--- src/design/etf_pkg.sv ---
// Shared types, constants and fixed-point helpers for the escape-time fractal lanes unit.
package etf_pkg;

    localparam int LANES     = 8;
    localparam int NUM_OUT   = 8;
    localparam int FRAC_BITS = 24;
    localparam int COUNT_W   = 8;
    localparam int POS_W     = 10;
    localparam int COL_W     = POS_W + 1;
    localparam int STEP_W    = 31;
    localparam int CFG_IDX_W = 3;
    localparam int CFG_DAT_W = 32;

    localparam logic signed [63:0] SAT_MAX = 64'sd2147483647;
    localparam logic signed [63:0] SAT_MIN = -64'sd2147483648;

    typedef enum logic [CFG_IDX_W-1:0] {
        CFG_X_ORIGIN  = 3'd0,
        CFG_Y_ORIGIN  = 3'd1,
        CFG_STEP_SIZE = 3'd2,
        CFG_MAX_ITER  = 3'd3,
        CFG_ESCAPE_SQ = 3'd4
    } t_cfg_idx;

    typedef enum logic [2:0] {
        S_IDLE,
        S_CMUL,
        S_CADD,
        S_MUL,
        S_UPD,
        S_DONE
    } t_state;

    typedef struct packed {
        logic cmul;
        logic cadd;
        logic mul;
        logic upd;
    } t_lane_ctrl;

    typedef struct packed {
        logic [POS_W-1:0] row;
        logic [POS_W-1:0] col_base;
    } t_in_word;

    typedef struct packed {
        logic [COUNT_W-1:0] count_0;
        logic [COUNT_W-1:0] count_1;
        logic [COUNT_W-1:0] count_2;
        logic [COUNT_W-1:0] count_3;
        logic [COUNT_W-1:0] count_4;
        logic [COUNT_W-1:0] count_5;
        logic [COUNT_W-1:0] count_6;
        logic [COUNT_W-1:0] count_7;
    } t_out_word;

    function automatic logic signed [31:0] sat_s64(input logic signed [63:0] v);
        logic signed [31:0] r;
        if (v > SAT_MAX) begin
            r = 32'sh7fffffff;
        end else if (v < SAT_MIN) begin
            r = 32'sh80000000;
        end else begin
            r = v[31:0];
        end
        return r;
    endfunction

    function automatic logic signed [31:0] add_sat(input logic signed [31:0] a,
                                                  input logic signed [31:0] b);
        logic signed [63:0] ax;
        logic signed [63:0] bx;
        ax = a;
        bx = b;
        return sat_s64(ax + bx);
    endfunction

    function automatic logic signed [31:0] sub_sat(input logic signed [31:0] a,
                                                  input logic signed [31:0] b);
        logic signed [63:0] ax;
        logic signed [63:0] bx;
        ax = a;
        bx = b;
        return sat_s64(ax - bx);
    endfunction

    // floored product, shifted back to the fixed-point scale
    function automatic logic signed [31:0] fx_mul(input logic signed [31:0] a,
                                                 input logic signed [31:0] b);
        logic signed [63:0] ax;
        logic signed [63:0] bx;
        logic signed [63:0] p;
        ax = a;
        bx = b;
        p  = ax * bx;
        return sat_s64(p >>> FRAC_BITS);
    endfunction

endpackage

--- src/design/etf_merge.sv ---
// Gathers the lane counts into one result word and holds it in the output register.
module etf_merge
    import etf_pkg::*;
(
    input  logic                            i_clk,
    input  logic                            i_rst_n,
    input  logic                            i_ld,
    input  logic [LANES-1:0][COUNT_W-1:0]   i_counts,
    input  logic                            i_stall,
    output logic                            o_free,
    output logic                            o_valid,
    output t_out_word                       o_word
);

    logic [NUM_OUT-1:0][COUNT_W-1:0] full;
    t_out_word                       n_word;
    t_out_word                       r_word;
    logic                            r_valid;

    genvar j;
    generate
        for (j = 0; j < NUM_OUT; j++) begin : g_fill
            if (j < LANES) begin : g_lane
                assign full[j] = i_counts[j];
            end else begin : g_zero
                assign full[j] = '0;
            end
        end
    endgenerate

    always_comb begin
        n_word.count_0 = full[0];
        n_word.count_1 = full[1];
        n_word.count_2 = full[2];
        n_word.count_3 = full[3];
        n_word.count_4 = full[4];
        n_word.count_5 = full[5];
        n_word.count_6 = full[6];
        n_word.count_7 = full[7];
    end

    assign o_free = !r_valid || !i_stall;

    always_ff @(posedge i_clk) begin
        if (!i_rst_n) begin
            r_valid <= 1'b0;
        end else if (i_ld) begin
            r_valid <= 1'b1;
        end else if (!i_stall) begin
            r_valid <= 1'b0;
        end
    end

    always_ff @(posedge i_clk) begin
        if (i_ld) begin
            r_word <= n_word;
        end
    end

    assign o_valid = r_valid;
    assign o_word  = r_word;

`ifndef SYNTHESIS
    a_no_overwrite: assert property (@(posedge i_clk) disable iff (!i_rst_n)
        r_valid && i_stall |-> !i_ld)
        else $error("pending word overwritten");

    a_ld_shows: assert property (@(posedge i_clk) disable iff (!i_rst_n)
        i_ld |=> r_valid && r_word == $past(n_word))
        else $error("loaded word not presented");

    a_held_word: assert property (@(posedge i_clk) disable iff (!i_rst_n)
        r_valid && i_stall |=> r_valid && $stable(r_word))
        else $error("stalled word lost");
`endif

endmodule

--- config.mk ---
export PLATFORM = sky130hd
export DESIGN_NAME = etf_merge
export DESIGN_NICKNAME = d
export VERILOG_FILES = /design/src/design/etf_pkg.sv /design/src/design/etf_merge.sv
export SDC_FILE = /design/constraint.sdc
export NUM_CORES = 1
export LEC_CHECK = 0
export BUFFER_PORTS_ARGS = -buffer_cell sky130_fd_sc_hd__buf_2
export CAP_MARGIN = 5
export CORE_UTILIZATION = 25
export CTS_BUF_LIST = sky130_fd_sc_hd__clkbuf_4
export CTS_CLUSTER_SIZE = 20
export DETAILED_ROUTE_END_ITERATION = 8
export MAX_ROUTING_LAYER = met4
export PLACE_DENSITY = 0.57
export RECOVER_POWER = 100
export SYNTH_ARGS = -nofsm -noshare
export SYNTH_HDL_FRONTEND = slang
export SYNTH_SLANG_ARGS = --single-unit
--- constraint.sdc ---
create_clock -name i_clk -period 0.8 [get_ports i_clk]
set_input_delay 0.16 -clock i_clk [delete_from_list [all_inputs] [get_ports i_clk]]
set_output_delay 0.16 -clock i_clk [all_outputs]
set_load 0.03 [all_outputs]
==> results by group, run 1 <==
Outcome
  – Status: finished, violations left
  – Failing checks: setup timing

Finish
  – Fin nets: 348
  – Fill cell count: 627
  – # diodes: 0
  – Share of layout cells above drive strength 1: 0.5053
  – Final instance area: 3984 sq um
  – Area Overhead vs Synth: 103.6%

STA
  – Final WS setup: -0.3175 ns
  – Final setup fails: 66
  – Layout Skew: 0 ns
  – Slew @ Worst Pin: 0.4058 ns
  – Final TNS setup: -18.68 ns
  – RSZ-0062 raised after global routing: yes
  – Fmax: 894.8 MHz
  – Period utilization: 1.397
  – Min Tclk post-route: 1.118 ns
  – Rel. slew slack: 0.7295
  – Final hold violations: 0
  – Slew Viols, Final: 0

Floorplanning
  – Initial Util: 0.2641
  – FP Rows: 31
  – Core area: 7408 sq um
  – Die Wd: 90.48 um
  – Die Area: 8186 sq um
  – Die H: 90.48 um
  – I/O pin count: 134

CTS
  – Root Driver: clkbuf_4
  – Clock Latency Late Sink: 0.38 ns
  – Clock-pin slew of the registers on the worst-case setup and hold paths: 0.10 ns
  – CTS tree: done
  – Setup bufs post-CTS: 0
  – Clock sinks: 65
  – TritonCTS buffer count: 9
  – Largest buffer count on any clock path: 2
  – H-tree Lvls: 3

Drt
  – Pre-antenna DRT Iters: 2
  – Via count: 1489
  – Routed length per placed instance: 13.18 um
  – Initial DRC Count: 26
  – Via density: 3.878
  – Final ANT Viol Nets: 0
  – Drt total wl: 5.060 mm
  – Drt drc: 0

Yosys
  – Post-synthesis cell count: 68
  – Netlist Area Pre-Place: 1957 sq um
  – Synth top area share: 0.9821
  – Mean Syn Cell Area: 28.78 sq um
  – Synth top area cells: edfxtp_1 (98%), dfxtp_1 (1.0%), nor2b_1 (0.32%)
  – Seq cells post-synth: 65
  – Post-synthesis sequential area ratio: 0.9923
  – Syn_nets: 136
  – Yosys warning count: 0
  – Synth area leader: edfxtp_1
  – Post-synthesis cell type count: 5

Setup path
  – CP top delay family: flip-flops
  – Critical R2R Launch: o_valid
  – R2r setup slk: 0.15 ns
  – CP peak stage delay: 0.42 ns
  – Req. time, crit path: 0.64 ns
  – Worst path buffer plus inverter count: 1
  – Startpoint types: flop
  – Crit-path max FO: 1
  – Crit-path cells: buf_6
  – Kind of critical path: flop to primary output
  – Kind of end point of the critical path: primary output
  – Reg-to-Reg End: o_valid
  – Worst EP arrival: 0.96 ns
  – Worst Reg-to-Reg Cells: 2
  – Critical path's slowest cell: edfxtp_1

Place
  – # port buffers: 133
  – Placed Area: 2798 sq um
  – GP Congestion: 0.6468
  – Pre-CTS setup slack: -0.04767 ns

Worst hold path
  – Hold crit path type: input port to flop
  – Min-delay src: i_stall
  – Worst Hold Path Cells: 3
  – Hold endpoint: o_valid

Run
  – Max_cap viols: 0

Pwr
  – Switching part of the total: 0.2412
  – Switching power: 1968 uW
  – Share of power burned in registers: 0.510
  – Clock network fraction of total power: 0.295
  – PwrDens: 2049 nW/um^2
  – P_int: 6194 uW
  – Comb pwr share: 0.196
  – VDD IR-drop max: 1.150 mV
  – Leakage: 0.001653 uW

Global route
  – GRT overflow: 0
  – Largest net degree at the start of global routing: 31
  – First-pass GRT wire length: 7.879 mm
  – Vias in the first global route: 1613
  – Initial antenna violation count: 0
  – GRT Util Overall: 0.1346
==> layout by cell type (no fill, tap or decap) <==
cell type,count
dlygate4sd3_1,65
clkbuf_1,7
clkbuf_2,1
edfxtp_1,64
a21oi_1,1
nor2b_1,1
clkinv_1,2
bufinv_16,2
buf_6,66
nand2_2,1
clkbuf_4,14
dfxtp_4,1
buf_1,1
buf_2,59
==> power groups by stage <==
stage	clock network (uW)	logic [uW]	registers [uW]
global route	2650	1660	4190
finish	2400	1600	4160
detailed placement	0	1070	4180
CTS	2520	1610	4170
global placement	0	1070	4170
floorplan	0	9.83	4740
==> synth_stat cells <==
cell / instances
edfxtp_1: 64
a21oi_1: 1
dfxtp_1: 1
nand2_1: 1
nor2b_1: 1
==> per-stage QoR <==
stage          utilization  power [uW]  hold slack, ns  std cells
2_1_floorplan            -        4747          0.2589         68
3_3_place_gp        0.3776        5243          0.3363        303
3_5_place_dp        0.3776        5249          0.3384        303
4_1_cts             0.5425        8299         0.01944        384
5_1_grt             0.5377        8500         0.05123        384
6_report            0.5377        8162         0.05353        384
==> cells by family after synthesis <==
kind of cell | after synthesis | synth area share
compound gates | 1 | 0.002555
flops | 65 | 0.9923
simple gates | 2 | 0.005115
==> worst max path at each step <==
stage | from | to | depth (start not counted)
global placement | i_ld | o_word[16] | 2
finish | o_word[7] | o_word[7] | 1
detailed placement | i_ld | o_word[16] | 2
floorplan | o_valid | o_free | 1
global route | o_word[60] | o_word[60] | 1
CTS | o_word[7] | o_word[7] | 1
==> timing repair <==
item	4_1_cts	5_1_grt
setup endpoints to repair	66	66
resized for setup	132	1
endpoints found under the hold margin	65	0
hold buffers	65	0
==> worst min-delay path: stages <==
cell,delay (ns)
buf_2,0.09
a21oi_1,0.06
nor2b_1,0.09
==> metal layers <==
metal,GRT usage,vias up,part of all wire
li1,-,698,-
met1,0.1501,695,0.41
met2,0.2210,85,0.51
met3,0.03451,11,0.062
met4,0.07258,0,0.021
met5,-,-,0
==> area by class of cell <==
type	count	area [sq um]	area share
well taps	99	123.9	0.03109
multi-input cells	3	17.52	0.004397
flip-flops and latches	65	1946	0.4884
repair buffers	201	1739	0.4366
clock inverters	4	67.56	0.01696
clock buffers	12	90.09	0.02261
==> state kept, by name, indices dropped and copies added (netlist names) <==
| signal | flops |
|---|---|
| o_valid | 1 |
| o_word | 64 |
Note: power is estimated with default switching activity, not from simulation.
==> run 2, diff against run 1 <==
--- a/config.mk
+++ b/config.mk
@@ -5,12 +5,13 @@
 export SDC_FILE = /design/constraint.sdc
 export NUM_CORES = 1
 export LEC_CHECK = 0
-export BUFFER_PORTS_ARGS = -buffer_cell sky130_fd_sc_hd__buf_2
+export BUFFER_PORTS_ARGS = -buffer_cell sky130_fd_sc_hd__buf_4
 export CAP_MARGIN = 5
 export CORE_UTILIZATION = 25
 export CTS_BUF_LIST = sky130_fd_sc_hd__clkbuf_4
 export CTS_CLUSTER_SIZE = 20
 export DETAILED_ROUTE_END_ITERATION = 8
+export GPL_ROUTABILITY_DRIVEN = 0
 export MAX_ROUTING_LAYER = met4
 export PLACE_DENSITY = 0.57
 export RECOVER_POWER = 100
==> results by group, run 2 (synthesized netlist as in run 1, its figures left out) <==
Outcome
  – Status: finished, violations left
  – Failing checks: setup timing

Setup path
  – Critical R2R Launch: o_valid
  – Kind of end point of the critical path: primary output
  – Worst EP arrival: 0.95 ns (about the same)
  – CP peak stage delay: 0.42 ns (about the same)
  – Worst path buffer plus inverter count: 1 (unchanged)
  – R2r setup slk: 0.17 ns (+0.02 ns)
  – Worst Reg-to-Reg Cells: 2 (unchanged)
  – CP top delay family: flip-flops
  – Req. time, crit path: 0.64 ns (about the same)
  – Crit-path cells: buf_6
  – Critical path's slowest cell: edfxtp_1
  – Crit-path max FO: 1 (unchanged)
  – Reg-to-Reg End: o_valid
  – Startpoint types: flop
  – Kind of critical path: flop to primary output

Floorplanning
  – Initial Util: 0.2641 (unchanged)
  – Core area: 7408 sq um (unchanged)
  – Die Area: 8186 sq um (unchanged)
  – FP Rows: 31 (unchanged)
  – I/O pin count: 134 (unchanged)
  – Die Wd: 90.48 um (unchanged)
  – Die H: 90.48 um (unchanged)

Finish
  – Fill cell count: 583 (-7.0%)
  – Max FFs per register: 64 (unchanged)
  – # diodes: 0 (unchanged)
  – Commonest non-fill, non-tap cell in the layout: clkbuf_4
  – Multi-input logic area: 17.52 sq um (unchanged)
  – Area Overhead vs Synth: 110.1%
  – Share of layout cells above drive strength 1: 0.5176 (+0.01234)
  – Most frequent cells in the layout: clkbuf_4 (74), buf_6 (66), dlygate4sd3_1 (65)
  – Core Util, Final: 0.5550 (+0.01723)
  – Non-filler cells, final: 383 (-0.26%)
  – Reg area: 1943 sq um (-0.13%)
  – Fin nets: 348 (unchanged)

Place
  – DP HPWL: 3.419 mm
  – # port buffers: 133 (unchanged)
  – # placed instances: 303 (unchanged)

Worst hold path
  – Worst Hold Path Cells: 3 (unchanged)
  – Hold endpoint: o_valid
  – Hold crit path type: input port to flop
  – Min-delay src: i_stall

CTS
  – Root Driver: clkbuf_4
  – Largest buffer count on any clock path: 2 (unchanged)
  – CTS tree: done
  – Clock sinks: 65 (unchanged)
  – H-tree Lvls: 3 (unchanged)
  – Clock Latency Late Sink: 0.38 ns (about the same)
  – TritonCTS buffer count: 9 (unchanged)
  – Clock-pin slew of the registers on the worst-case setup and hold paths: 0.10 ns (about the same)

Global route
  – First-pass GRT wire length: 7.969 mm (+1.1%)
  – Largest net degree at the start of global routing: 24 (-23%)
  – Vias in the first global route: 1581 (-2.0%)
  – GRT Util Overall: 0.1380 (+0.003453)
  – Initial antenna violation count: 0 (unchanged)
  – GRT overflow: 0 (unchanged)

STA
  – Rel. slew slack: 0.7836 (+0.05416)
  – Slew @ Worst Pin: 0.3245 ns (-0.08124 ns)
  – RSZ-0062 raised after global routing: yes
  – Final setup fails: 66 (unchanged)
  – Fmax: 897.8 MHz (+0.33%)
  – Final WS setup: -0.3138 ns (+0.003662 ns)
  – Slew Viols, Final: 0 (unchanged)
  – Final hold violations: 0 (unchanged)
  – Min Tclk post-route: 1.114 ns (-0.003662 ns)
  – Period utilization: 1.392 (-0.004578)
  – Layout Skew: 0 ns (unchanged)

Drt
  – Routed length per placed instance: 13.56 um (+2.9%)
  – Final ANT Viol Nets: 0 (unchanged)
  – Via count: 1481 (-0.54%)
  – Drt total wl: 5.192 mm (+2.6%)
  – Via density: 3.867 (-0.28%)
  – Initial DRC Count: 72 (+180%)
  – Drt drc: 0 (unchanged)
  – Pre-antenna DRT Iters: 4 (+2)

Pwr
  – VDD IR-drop max: 0.9616 mV (-16%)
  – Leakage: 0.001691 uW (+2.3%)
  – Final Power: 7864 uW (-3.6%)
  – PwrDens: 1913 nW/um^2 (-6.6%)

Run
  – Max_cap viols: 0 (unchanged)
-- run 2: worst max-delay path by stage --
stage	startpoint	endpoint	depth (start not counted)
6_report	o_word[2]	o_word[2]	1
3_3_place_gp	i_ld	o_word[4]	2
5_1_grt	o_word[43]	o_word[43]	1
2_1_floorplan	o_valid	o_free	1
3_5_place_dp	i_ld	o_word[27]	2
4_1_cts	o_word[33]	o_word[33]	1
-- run 2: layout make-up --
| cell class | instances | share of cell area |
|---|---|---|
| multi-input combinational | 3 | 0.004261 |
| timing repair buffer | 201 | 0.4632 |
| clock buffer | 10 | 0.01826 |
| sequential | 65 | 0.4726 |
| clock inverter | 5 | 0.01156 |
| tap | 99 | 0.03013 |
-- run 2: through the flow --
stage / setup TNS [ns] / hold slack [ns] / cell area [sq um] / setup WS (ns)
3_3_place_gp: 0 / 0.3378 / 3143 / 0.005229
6_report: -19.15 / 0.04561 / 4111 / -0.3138
5_1_grt: -23.26 / 0.03872 / 4111 / -0.3859
3_5_place_dp: -0.1874 / 0.3394 / 3143 / -0.005945
2_1_floorplan: 0 / 0.2589 / 1961 / 0.06857
4_1_cts: -21.80 / 0.007222 / 4164 / -0.3582
-- run 2: power breakdown --
part,leakage (uW),internal [uW],switching (uW)
clock,0.0000711,943,1090
sequential,0.000635,4040,121
combinational,0.000985,870,803
-- run 2: worst min-delay path: cells and delay by family --
kind	cells	cell delay (ns)
buf+inv	1	0.09
simple gates	1	0.09
compound gates	1	0.06
-- run 2: metal layers --
layer | track usage | wire length, um
met1 | 0.1623 | 2191
met3 | 0.03367 | 314
met4 | 0.07258 | 87
met5 | - | 0
met2 | 0.2191 | 2600
-- run 2: what timing repair did --
| action | CTS | global route |
|---|---|---|
| setup buffers | 0 | 0 |
| resized for setup | 66 | 0 |
| hold endpoints to repair | 65 | 0 |
| hold buffers | 65 | 0 |
| setup endpoints to repair | 66 | 66 |
